File: config.mk
export PLATFORM = sky130hd
export DESIGN_NAME = dns_query_to_fixed_answer_unit
export DESIGN_NICKNAME = d
export VERILOG_FILES = /design/src/dqfa_pkg.sv /design/src/dqfa_front.sv /design/src/dqfa_queue.sv /design/src/dqfa_back.sv /design/src/dns_query_to_fixed_answer_unit.sv
export SDC_FILE = /design/constraint.sdc
export NUM_CORES = 1
export LEC_CHECK = 0
export BUFFER_PORTS_ARGS = -buffer_cell sky130_fd_sc_hd__clkbuf_2
export CORE_ASPECT_RATIO = 0.6
export CORE_MARGIN = 3
export CORE_UTILIZATION = 38
export CTS_CLUSTER_SIZE = 40
export DETAILED_ROUTE_END_ITERATION = 10
export PLACE_DENSITY = 0.51
export RECOVER_POWER = 100
export SLEW_MARGIN = 0
export SYNTH_ARGS = -nofsm -noshare
export SYNTH_HDL_FRONTEND = slang
export SYNTH_HIERARCHICAL = 1
export SYNTH_SLANG_ARGS = --single-unit
File: constraint.sdc
create_clock -name aclk -period 4.8 [get_ports aclk]
set_clock_uncertainty 0.2 [all_clocks]
set_input_delay 0.96 -clock aclk [delete_from_list [all_inputs] [get_ports aclk]]
set_output_delay 0.96 -clock aclk [all_outputs]
set_load 0.02 [all_outputs]
File: src/dqfa_pkg.sv
// Shared types, constants and the answer byte table for the DNS fixed answer unit.
package dqfa_pkg;

    // Query bytes at or beyond this position are dropped.
    localparam int MAX_QUERY_BYTES = 127;
    localparam int POS_W = $clog2(MAX_QUERY_BYTES + 1);

    // Header layout and answer record constants.
    localparam logic [POS_W-1:0] POS_FLAGS   = POS_W'(2);
    localparam logic [POS_W-1:0] POS_QD_HI   = POS_W'(4);
    localparam logic [POS_W-1:0] POS_QD_LO   = POS_W'(5);
    localparam logic [POS_W-1:0] POS_AN_HI   = POS_W'(6);
    localparam logic [POS_W-1:0] POS_AN_LO   = POS_W'(7);
    localparam logic [POS_W-1:0] NAME_START  = POS_W'(12);
    localparam logic [7:0]  RESPONSE_FLAG    = 8'h80;
    localparam logic [15:0] NAME_POINTER     = 16'hC000 | 16'(NAME_START);
    localparam logic [31:0] ANSWER_TTL       = 32'd300;
    localparam logic [15:0] ANSWER_ADDR_LEN  = 16'd4;
    localparam logic [31:0] IPV4_RESET       = 32'hC0A8_0401;

    // One echo slot followed by the sixteen answer bytes.
    localparam int ANSWER_BYTES = 16;
    localparam int STEP_W = $clog2(ANSWER_BYTES + 1);
    localparam logic [STEP_W-1:0] STEP_ECHO = '0;
    localparam logic [STEP_W-1:0] STEP_LAST = STEP_W'(ANSWER_BYTES);

    // Type and class capture counts up to four bytes.
    localparam int TC_BYTES = 4;
    localparam int TC_CNT_W = 3;

    // Queue between the front and the back end.
    localparam int QUEUE_DEPTH = 4;
    localparam int QPTR_W = $clog2(QUEUE_DEPTH);
    localparam int QCNT_W = $clog2(QUEUE_DEPTH + 1);

    // Configuration register map.
    localparam int PADDR_W = 3;
    localparam logic REG_ANSWER_IPV4 = 1'b0;

    typedef struct packed {
        logic [7:0] query_byte;
        logic       query_last;
    } query_t;

    typedef struct packed {
        logic [7:0] reply_byte;
        logic       reply_last;
    } reply_t;

    // Classified item handed from the front to the back end.
    typedef struct packed {
        logic [7:0]  echo_byte;
        logic        has_echo;
        logic        is_last;
        logic [31:0] type_class;
    } entry_t;

    // Byte idx of the appended answer record.
    function automatic logic [7:0] answer_byte(input logic [3:0] idx,
                                               input logic [31:0] type_class,
                                               input logic [31:0] ipv4);
        logic [7:0] b;
        case (idx)
            4'd0:    b = NAME_POINTER[15:8];
            4'd1:    b = NAME_POINTER[7:0];
            4'd2:    b = type_class[31:24];
            4'd3:    b = type_class[23:16];
            4'd4:    b = type_class[15:8];
            4'd5:    b = type_class[7:0];
            4'd6:    b = ANSWER_TTL[31:24];
            4'd7:    b = ANSWER_TTL[23:16];
            4'd8:    b = ANSWER_TTL[15:8];
            4'd9:    b = ANSWER_TTL[7:0];
            4'd10:   b = ANSWER_ADDR_LEN[15:8];
            4'd11:   b = ANSWER_ADDR_LEN[7:0];
            4'd12:   b = ipv4[31:24];
            4'd13:   b = ipv4[23:16];
            4'd14:   b = ipv4[15:8];
            default: b = ipv4[7:0];
        endcase
        return b;
    endfunction

endpackage

File: src/dqfa_front.sv
// Front end: takes query bytes, rewrites the header and scans the question.
module dqfa_front
    import dqfa_pkg::*;
(
    input  logic   aclk,
    input  logic   aresetn,
    input  logic   s_valid,
    output logic   s_ready,
    input  query_t s_payload,
    input  logic   q_full,
    output logic   q_push,
    output entry_t q_entry
);

    typedef enum logic [1:0] {
        PH_HEADER,
        PH_NAME,
        PH_CAPTURE,
        PH_DONE
    } phase_t;

    phase_t              phase_reg, phase_next;
    logic [POS_W-1:0]    pos_reg, pos_next;
    logic [15:0]         qd_reg, qd_next;
    logic [31:0]         tc_reg, tc_next, tc_upd;
    logic [TC_CNT_W-1:0] tc_cnt_reg, tc_cnt_next;
    logic                accept;
    logic                keep;
    logic [7:0]          b;
    logic [7:0]          echo;
    phase_t              ph;

    assign s_ready = !q_full;
    assign accept  = s_valid && s_ready;
    assign b       = s_payload.query_byte;
    assign keep    = pos_reg < POS_W'(MAX_QUERY_BYTES);

    // Header rewrite and question scan for one accepted byte.
    always_comb begin
        phase_next  = phase_reg;
        pos_next    = pos_reg;
        qd_next     = qd_reg;
        tc_upd      = tc_reg;
        tc_cnt_next = tc_cnt_reg;
        echo        = b;
        ph          = phase_reg;
        if (keep) begin
            case (pos_reg)
                POS_FLAGS: echo = b | RESPONSE_FLAG;
                POS_QD_HI: qd_next[15:8] = b;
                POS_QD_LO: qd_next[7:0] = b;
                POS_AN_HI: echo = qd_reg[15:8];
                POS_AN_LO: echo = qd_reg[7:0];
                default:   echo = b;
            endcase
            if (pos_reg >= NAME_START) begin
                if (ph == PH_HEADER) begin
                    ph = PH_NAME;
                end
                phase_next = ph;
                if (ph == PH_NAME) begin
                    if (b == 8'd0) begin
                        phase_next = PH_CAPTURE;
                    end
                end else if (ph == PH_CAPTURE) begin
                    case (tc_cnt_reg[1:0])
                        2'd0:    tc_upd[31:24] = tc_reg[31:24] | b;
                        2'd1:    tc_upd[23:16] = tc_reg[23:16] | b;
                        2'd2:    tc_upd[15:8]  = tc_reg[15:8] | b;
                        default: tc_upd[7:0]   = tc_reg[7:0] | b;
                    endcase
                    tc_cnt_next = tc_cnt_reg + TC_CNT_W'(1);
                    if (tc_cnt_next >= TC_CNT_W'(TC_BYTES)) begin
                        phase_next = PH_DONE;
                    end
                end
            end
            pos_next = pos_reg + POS_W'(1);
        end
        tc_next = tc_upd;
        // The answer closes the packet, so all scan state starts afresh.
        if (s_payload.query_last) begin
            phase_next  = PH_HEADER;
            pos_next    = '0;
            qd_next     = '0;
            tc_next     = '0;
            tc_cnt_next = '0;
        end
    end

    // Hand the classified item to the queue.
    assign q_push              = accept && (keep || s_payload.query_last);
    assign q_entry.echo_byte   = echo;
    assign q_entry.has_echo    = keep;
    assign q_entry.is_last     = s_payload.query_last;
    assign q_entry.type_class  = tc_upd;

    // Scan state registers.
    always_ff @(posedge aclk) begin
        if (!aresetn) begin
            phase_reg  <= PH_HEADER;
            pos_reg    <= '0;
            qd_reg     <= '0;
            tc_reg     <= '0;
            tc_cnt_reg <= '0;
        end else if (accept) begin
            phase_reg  <= phase_next;
            pos_reg    <= pos_next;
            qd_reg     <= qd_next;
            tc_reg     <= tc_next;
            tc_cnt_reg <= tc_cnt_next;
        end
    end

endmodule

File: src/dqfa_queue.sv
// Short register queue between the front and the back end.
module dqfa_queue
    import dqfa_pkg::*;
(
    input  logic   aclk,
    input  logic   aresetn,
    input  logic   push,
    input  entry_t push_entry,
    input  logic   pop,
    output entry_t head,
    output logic   empty,
    output logic   full
);

    entry_t              slot_reg [QUEUE_DEPTH];
    logic [QPTR_W-1:0]   wr_ptr_reg;
    logic [QPTR_W-1:0]   rd_ptr_reg;
    logic [QCNT_W-1:0]   cnt_reg;
    logic                do_push;
    logic                do_pop;

    assign empty   = cnt_reg == '0;
    assign full    = cnt_reg == QCNT_W'(QUEUE_DEPTH);
    assign do_push = push && !full;
    assign do_pop  = pop && !empty;
    assign head    = slot_reg[rd_ptr_reg];

    // Entry storage.
    always_ff @(posedge aclk) begin
        if (do_push) begin
            slot_reg[wr_ptr_reg] <= push_entry;
        end
    end

    // Pointers and fill count.
    always_ff @(posedge aclk) begin
        if (!aresetn) begin
            wr_ptr_reg <= '0;
            rd_ptr_reg <= '0;
            cnt_reg    <= '0;
        end else begin
            if (do_push) begin
                wr_ptr_reg <= wr_ptr_reg + QPTR_W'(1);
            end
            if (do_pop) begin
                rd_ptr_reg <= rd_ptr_reg + QPTR_W'(1);
            end
            if (do_push && !do_pop) begin
                cnt_reg <= cnt_reg + QCNT_W'(1);
            end else if (do_pop && !do_push) begin
                cnt_reg <= cnt_reg - QCNT_W'(1);
            end
        end
    end

endmodule

File: src/dqfa_back.sv
// Back end: streams the echoed byte of each queued item and, after a last item, the answer record.
module dqfa_back
    import dqfa_pkg::*;
(
    input  logic        aclk,
    input  logic        aresetn,
    input  entry_t      head,
    input  logic        q_empty,
    output logic        q_pop,
    input  logic [31:0] answer_ipv4,
    output logic        m_valid,
    input  logic        m_ready,
    output reply_t      m_payload
);

    logic [STEP_W-1:0] step_reg, step_next;
    logic [STEP_W-1:0] k;
    logic              m_valid_reg;
    reply_t            m_payload_reg;
    reply_t            out_next;
    logic              load;
    logic              [STEP_W-1:0] k_dec;

    assign load = !q_empty && (!m_valid_reg || m_ready);

    // An item without an echo starts directly on the answer.
    assign k     = (step_reg == STEP_ECHO && !head.has_echo) ? STEP_W'(1) : step_reg;
    assign k_dec = k - STEP_W'(1);

    // Pick the byte for the current step and decide when the item is done.
    always_comb begin
        if (k == STEP_ECHO) begin
            out_next.reply_byte = head.echo_byte;
        end else begin
            out_next.reply_byte = answer_byte(k_dec[3:0], head.type_class, answer_ipv4);
        end
        out_next.reply_last = k == STEP_LAST;
        q_pop     = load && (k == STEP_LAST || (k == STEP_ECHO && !head.is_last));
        step_next = q_pop ? STEP_ECHO : k + STEP_W'(1);
    end

    // Output register; it refills in the cycle its transfer completes.
    always_ff @(posedge aclk) begin
        if (!aresetn) begin
            m_valid_reg <= 1'b0;
            step_reg    <= STEP_ECHO;
        end else begin
            if (load) begin
                m_valid_reg <= 1'b1;
                step_reg    <= step_next;
            end else if (m_ready) begin
                m_valid_reg <= 1'b0;
            end
        end
    end

    always_ff @(posedge aclk) begin
        if (load) begin
            m_payload_reg <= out_next;
        end
    end

    assign m_valid   = m_valid_reg;
    assign m_payload = m_payload_reg;

endmodule

File: src/dns_query_to_fixed_answer_unit.sv
// Top level: DNS query to fixed answer responder with its configuration port.
// An echoed byte passes through the queue and then the output register before it is presented.
// Throughput: one reply byte per cycle while m_ready is high; a last query byte adds sixteen
// answer bytes, and intake stalls once the four-entry queue to the back end is full.
// Reset (aresetn low, synchronous) clears the scan state, the queue and the output,
// and sets answer_ipv4 to 192.168.4.1.
module dns_query_to_fixed_answer_unit
    import dqfa_pkg::*;
(
    input  logic               aclk,
    input  logic               aresetn,
    input  logic               s_valid,
    output logic               s_ready,
    input  query_t             s_payload,
    output logic               m_valid,
    input  logic               m_ready,
    output reply_t             m_payload,
    input  logic               psel,
    input  logic               penable,
    input  logic               pwrite,
    input  logic [PADDR_W-1:0] paddr,
    input  logic [31:0]        pwdata,
    output logic [31:0]        prdata,
    output logic               pready
);

    logic        q_full;
    logic        q_empty;
    logic        q_push;
    logic        q_pop;
    entry_t      q_entry;
    entry_t      q_head;
    logic [31:0] ipv4_reg;

    // Configuration register.
    assign pready = 1'b1;
    assign prdata = (paddr[2] == REG_ANSWER_IPV4) ? ipv4_reg : 32'd0;

    always_ff @(posedge aclk) begin
        if (!aresetn) begin
            ipv4_reg <= IPV4_RESET;
        end else if (psel && penable && pwrite && paddr[2] == REG_ANSWER_IPV4) begin
            ipv4_reg <= pwdata;
        end
    end

    dqfa_front u_front (
        .aclk      (aclk),
        .aresetn   (aresetn),
        .s_valid   (s_valid),
        .s_ready   (s_ready),
        .s_payload (s_payload),
        .q_full    (q_full),
        .q_push    (q_push),
        .q_entry   (q_entry)
    );

    dqfa_queue u_queue (
        .aclk       (aclk),
        .aresetn    (aresetn),
        .push       (q_push),
        .push_entry (q_entry),
        .pop        (q_pop),
        .head       (q_head),
        .empty      (q_empty),
        .full       (q_full)
    );

    dqfa_back u_back (
        .aclk        (aclk),
        .aresetn     (aresetn),
        .head        (q_head),
        .q_empty     (q_empty),
        .q_pop       (q_pop),
        .answer_ipv4 (ipv4_reg),
        .m_valid     (m_valid),
        .m_ready     (m_ready),
        .m_payload   (m_payload)
    );

endmodule
; ---- Yosys cells after proc, flatten, opt, wreduce, memory -nomap -nowiden
; Memories as Yosys holds them, arrays and structs flattened. A register that Yosys moved wholly into a read port is not among the register bits.
; Index checks and enable logic that the tools add are counted.
[totals]
reg_bits = 114
mem_bits_rw = 168
output_inout_bits = 44
word_cells = 146
memories = 1
[classes]
add_sub_neg = 8
order_cmp = 3
n_eq_ne = 26
mux = 45
n_bitwise = 5
reduce_logical = 44
[mem_list]
columns = memory, depth, width, rd, rd_clocked_by_memory_dff, wr, line_no
row1 = u_queue.slot_reg, 4, 42, 1, 1, 1, dqfa_queue.sv:15  ; entry_t slot_reg [QUEUE_DEPTH];
[ops]
columns = operator, n
row1 = two-way mux 32 bit, 6
row2 = case mux 8 bit (13 select lines), 1
row3 = two-way mux 8 bit, 8
row4 = two-way mux 16 bit, 2
row5 = bitwise OR 8 bit, 4
row6 = equality test 4 bit (second input constant), 7
row7 = equality test 7 x 3 -> 1 bit (second input constant), 4
row8 = two-way mux 2 bit, 12
row9 = case mux 8 bit (3 select lines), 1
row10 = two-way mux 3 bit, 7
row11 = equality test 4 x 3 -> 1 bit (second input constant), 4
row12 = two-way mux 7 bit, 2
row13 = nonzero test 2 bit, 7
row14 = logical AND 1 bit, 13
row15 = logical NOT 5 bit, 2
row16 = two-way mux 5 bit, 2
row17 = AND reduction 3 bit, 3
row18 = equality test 4 x 2 -> 1 bit (second input constant), 2
row19 = logical NOT 8 bit, 1
row20 = adder 7 x 1 -> 7 bit (second input constant), 1
row21 = equality test 7 x 2 -> 1 bit (second input constant), 1
row22 = greater-or-equal comparator 7 x 4 -> 1 bit (second input constant), 1
row23 = logical NOT 1 bit, 7
row24 = less-than comparator 7 bit (second input constant), 1
row25 = other kinds (21), 32

; ---- Longest topological paths before layout
[logic_depth]
depth_word = 11
mapped_depth = 18

; ---- Modules after synthesis
; The synthesis kept the hierarchy.
[modules_own_cells]
columns = mod, n_inst, cells_per_inst, area_per_inst_um2
row1 = dqfa_queue, 1, 268, 6602.6
row2 = dqfa_front, 1, 326, 2897.8
row3 = dns_query_to_fixed_answer_unit, 1, 177, 1572.8
row4 = dqfa_back, 1, 195, 1531.5

; ---- Worst setup path before layout
; Ideal clock, no wire load.
[synth_timing]
path_kind = register to register
start = register with a tool-made name
end = register u_queue.cnt_reg[2]
setup_time_ns = 0.076
t_arrival_ns = 3.294
path_slack_ns = 1.231
path_stages_with_launch = 19
n_path_buf = 3
period_less_slack_ns = 3.569
path_cell_list = dfxtp_1 > buf_6 > buf_12 > mux4_2 > nor2_1 > a21oi_1 > ha_1 > buf_4 > nand2b_4 > a21oi_1 > nand3_1 > inv_1 > o31ai_2 > ha_1 > inv_1 > fa_1 > xor2_1 > or3_1 > a21boi_0
[synth_lines]
columns = element, line_no
row1 = to (signal assigned), dqfa_queue.sv:49  ; cnt_reg <= cnt_reg + QCNT_W'(1);
row2 = to (signal assigned), dqfa_queue.sv:51  ; cnt_reg <= cnt_reg - QCNT_W'(1);
row3 = to (decl), dqfa_queue.sv:18  ; logic [QCNT_W-1:0] cnt_reg;

==> impl_metrics.xml <==
<?xml version="1.0" encoding="UTF-8"?>
<metrics>
  <group name="run_status">
    <metric name="run_status" unit="">complete, but fails checks</metric>
    <metric name="violations" unit="">max-capacitance violations, max-slew violations</metric>
  </group>
  <group name="logic_synthesis">
    <metric name="async_flop_share" unit="">0</metric>
    <metric name="syn_avg_cell_area" unit="um2">13.0</metric>
    <metric name="synth_top_family_by_area" unit="">multiplexers</metric>
    <metric name="yosys_warnings" unit="">6</metric>
    <metric name="synth_cell_types" unit="">77</metric>
    <metric name="mapped_nets" unit="">1034</metric>
    <metric name="mux_share_of_post_synthesis_cell_area" unit="">0.113</metric>
    <metric name="synth_enable_flop_cells" unit="">177</metric>
    <metric name="yosys_most_used_dff" unit="">sky130_fd_sc_hd__edfxtp_1</metric>
    <metric name="synth_fa_ha_area_frac" unit="">0.0175</metric>
    <metric name="synth_sequential_area_ratio" unit="">0.592</metric>
    <metric name="synthXorXnorAreaFrac" unit="">0.00764</metric>
    <metric name="synth_common_cells" unit="">sky130_fd_sc_hd__edfxtp_1, sky130_fd_sc_hd__dfxtp_1, sky130_fd_sc_hd__nand2_1</metric>
    <metric name="post_synth_and_or_nand_nor_area_fraction" unit="">0.110</metric>
    <metric name="compound_gate_fraction_of_synth_area" unit="">0.112</metric>
    <metric name="post-synth-top-area-cell" unit="">sky130_fd_sc_hd__edfxtp_1</metric>
    <metric name="syn-cell-area" unit="um2">12600</metric>
    <metric name="ys_seq_elements" unit="">284</metric>
    <metric name="cell_types_with_the_largest_area_share_after_synthesis" unit="">sky130_fd_sc_hd__edfxtp_1, sky130_fd_sc_hd__dfxtp_1, sky130_fd_sc_hd__mux4_2</metric>
    <metric name="yosysMostFrequentCell" unit="">sky130_fd_sc_hd__edfxtp_1</metric>
    <metric name="fraction_of_synthesized_cell_area_taken_by_the_top_area_cell_type" unit="">0.422</metric>
    <metric name="post_synthesis_cell_count" unit="">966</metric>
  </group>
  <group name="layout">
    <metric name="finalNetCount" unit="">1093</metric>
    <metric name="layout.cells.non_filler" unit="">1462</metric>
    <metric name="syn_to_final_growth" unit="%">11.1</metric>
    <metric name="insertedDiodeCount" unit="">0</metric>
    <metric name="largest_register_ff_count" unit="">168</metric>
    <metric name="fraction_of_layout_instances_using_a_drive_strength_above_1" unit="">0.156</metric>
  </group>
  <group name="die">
    <metric name="fp.dieArea" unit="um2">35500</metric>
    <metric name="design.portCount" unit="">95</metric>
    <metric name="die_height" unit="um">147</metric>
    <metric name="floorplan.die.width" unit="um">241</metric>
    <metric name="standard_cell_core_area" unit="um2">31900</metric>
    <metric name="rows" unit="">50</metric>
    <metric name="initial_utilization" unit="">0.395</metric>
  </group>
  <group name="grt">
    <metric name="grt_pass1_wl" unit="um">47600</metric>
    <metric name="largest_net_degree_at_the_start_of_global_routing" unit="">70</metric>
    <metric name="first_global_vias" unit="">7697</metric>
    <metric name="global_route.usage.total" unit="">0.175</metric>
    <metric name="grt.overflow.total" unit="">0</metric>
    <metric name="antenna_found_initial" unit="">0</metric>
  </group>
  <group name="clock_network">
    <metric name="worstSkewPairLatency" unit="ps">550</metric>
    <metric name="clockBufferDepth" unit="">3</metric>
    <metric name="cts_tree" unit="">yes</metric>
    <metric name="clk_transition_reported_paths" unit="ps">60</metric>
    <metric name="clockRootBuffer" unit="">sky130_fd_sc_hd__clkbuf_16</metric>
    <metric name="cts.repair_timing.setup_buffer_count" unit="">0</metric>
    <metric name="cts_made_buffers" unit="">27</metric>
    <metric name="holdBufCountCts" unit="">0</metric>
    <metric name="clock_sink_count" unit="">284</metric>
    <metric name="cts_repair_resize_count" unit="">0</metric>
    <metric name="htree_num_levels" unit="">1</metric>
  </group>
  <group name="timing">
    <metric name="finalSetupTns" unit="ps">0</metric>
    <metric name="finalSetupViolations" unit="">0</metric>
    <metric name="hold_viol_final" unit="">0</metric>
    <metric name="rsz_0062_raised_after_global_routing" unit="">no</metric>
    <metric name="slew_headroom" unit="">-0.357</metric>
    <metric name="max_freq" unit="GHz">0.249</metric>
    <metric name="layout_worst_path_cycle_share" unit="">0.838</metric>
    <metric name="final_max_slew_viol_count" unit="">52</metric>
    <metric name="tightestPinTransition" unit="ps">2010</metric>
    <metric name="min_period" unit="ps">4020</metric>
  </group>
  <group name="setup_path">
    <metric name="timing.critical_path.fanout_max" unit="">15</metric>
    <metric name="startpoint_type" unit="">flop</metric>
    <metric name="endpoint_kind" unit="">flop</metric>
    <metric name="worst_ep_required_time" unit="ps">5060</metric>
    <metric name="worst_ep_arrival_time" unit="ps">4280</metric>
    <metric name="ff2ff_path_depth" unit="">15</metric>
    <metric name="crit_type" unit="">reg -&gt; reg</metric>
  </group>
  <group name="routing">
    <metric name="route.final.wire_length" unit="um">30900</metric>
    <metric name="antenna_violating_nets_post_route" unit="">0</metric>
    <metric name="detail_route.iter0.violations" unit="">596</metric>
    <metric name="routed_wire_length_per_instance" unit="um">21.1</metric>
    <metric name="drc" unit="">0</metric>
    <metric name="first_pass_iters" unit="">5</metric>
    <metric name="via_count" unit="">7862</metric>
    <metric name="viasPerCell" unit="">5.38</metric>
  </group>
  <group name="hold_path">
    <metric name="hold_path.class" unit="">reg -&gt; reg</metric>
    <metric name="worstHoldPathCells" unit="">2</metric>
  </group>
  <group name="power_and_ir_drop">
    <metric name="total_leakage_power" unit="nW">5.06</metric>
    <metric name="power.density" unit="nW/um2">499</metric>
    <metric name="peakVddDrop" unit="mV">0.248</metric>
  </group>
  <group name="placed_design">
    <metric name="gp_congestion" unit="">0.782</metric>
    <metric name="placed_cells_incl_taps" unit="">1412</metric>
    <metric name="hpwl_detailed" unit="um">21200</metric>
    <metric name="port_buffers" unit="">91</metric>
  </group>
  <group name="run">
    <metric name="maxCapViolations" unit="">2</metric>
  </group>
</metrics>
-- critical path, stage by stage, from the launching register on --
cell                       delay, ps
sky130_fd_sc_hd__dfxtp_1         410
sky130_fd_sc_hd__mux4_2          580
sky130_fd_sc_hd__nor2_1          160
sky130_fd_sc_hd__a21oi_1         140
sky130_fd_sc_hd__ha_1            410
sky130_fd_sc_hd__nand2b_1        290
sky130_fd_sc_hd__a21oi_1          70
sky130_fd_sc_hd__nand3_1         170
sky130_fd_sc_hd__inv_1           110
sky130_fd_sc_hd__o31ai_1         120
sky130_fd_sc_hd__ha_1            250
sky130_fd_sc_hd__inv_1            60
sky130_fd_sc_hd__fa_1            370
sky130_fd_sc_hd__xor2_1          150
sky130_fd_sc_hd__or3_1           290
sky130_fd_sc_hd__a21boi_0        170
-- routing by layer --
| metal | global-route usage | wire (um) | part of all wire | vias to the layer above |
|---|---|---|---|---|
| met5 | 0 | 0 | 0 | - |
| met4 | 0.0268 | 434 | 0.014 | 0 |
| met3 | 0.0289 | 1520 | 0.049 | 30 |
| met2 | 0.238 | 12500 | 0.40 | 181 |
| met1 | 0.292 | 16500 | 0.53 | 3932 |
| li1 | - | - | - | 3719 |
-- cells in the final DEF (no fill, tap or decap), drive strengths merged, types with 5 or more instances in the layout --
| cell | instances |
|---|---|
| edfxtp | 177 |
| clkbuf | 138 |
| dfxtp | 107 |
| nand2 | 95 |
| nor2 | 55 |
| nor2b | 51 |
| mux2i | 43 |
| mux4 | 42 |
| a31oi | 36 |
| a21o | 34 |
| a21oi | 22 |
| inv | 21 |
| o21ai | 19 |
| ha | 16 |
| a22o | 16 |
| and2 | 15 |
| nand3 | 14 |
| a22oi | 12 |
| buf | 11 |
| nor3 | 10 |
| o2bb2ai | 8 |
| xnor2 | 7 |
| and3 | 7 |
| nand2b | 5 |
| a21boi | 5 |
| or3 | 5 |
| and4 | 5 |
| clkinv | 5 |
-- power by group --
part	internal [mW]	switching (mW)
registers	2.92	0.0978
logic	0.616	1.11
clock network	1.33	0.907
total	4.87	2.12
-- through the flow --
stage | utilization | hold slack [ps] | setup WS (ps) | area [um2] | power [mW]
5_1_grt | 0.439 | 289 | 407 | 14000 | 7.34
4_1_cts | 0.445 | 270 | 914 | 14200 | 7.11
3_3_place_gp | 0.415 | 249 | 991 | 13300 | 4.85
2_1_floorplan | - | 239 | 1230 | 12600 | 4.35
6_report | 0.439 | 271 | 778 | 14000 | 6.99
3_5_place_dp | 0.415 | 258 | 937 | 13300 | 4.86
-- path summary, 6_finish.rpt --
| check | end | slack [ps] | startpoint |
|---|---|---|---|
| worst max-delay path | u_queue/cnt_reg[2] | 780 | flop |
| worst min-delay path | u_front/tc_reg[14] | 270 | u_front/tc_reg[14] |
| worst max register to register | u_queue/cnt_reg[2] | 780 | flop |
| worst min register to register | u_front/tc_reg[14] | 270 | u_front/tc_reg[14] |
-- kinds of logic after synthesis --
logic type | after synthesis
buffers and inverters | 98
AOI/OAI and AO/OA | 190
xor gates and xnor gates | 11
other | 1
DFF | 284
adders and majority gates | 17
and+or+nand+nor | 277
muxes | 88
-- final cells by class --
class | count | area (um2)
well taps | 416 | 520
clock buffers | 41 | 813
fillers | 3007 | 17900
flip-flops and latches | 284 | 7460
repair buffers | 108 | 522
multi-input cells | 584 | 4490
inverters | 20 | 75.1
clock inverters | 9 | 126
(Power assumes the default switching activity.)
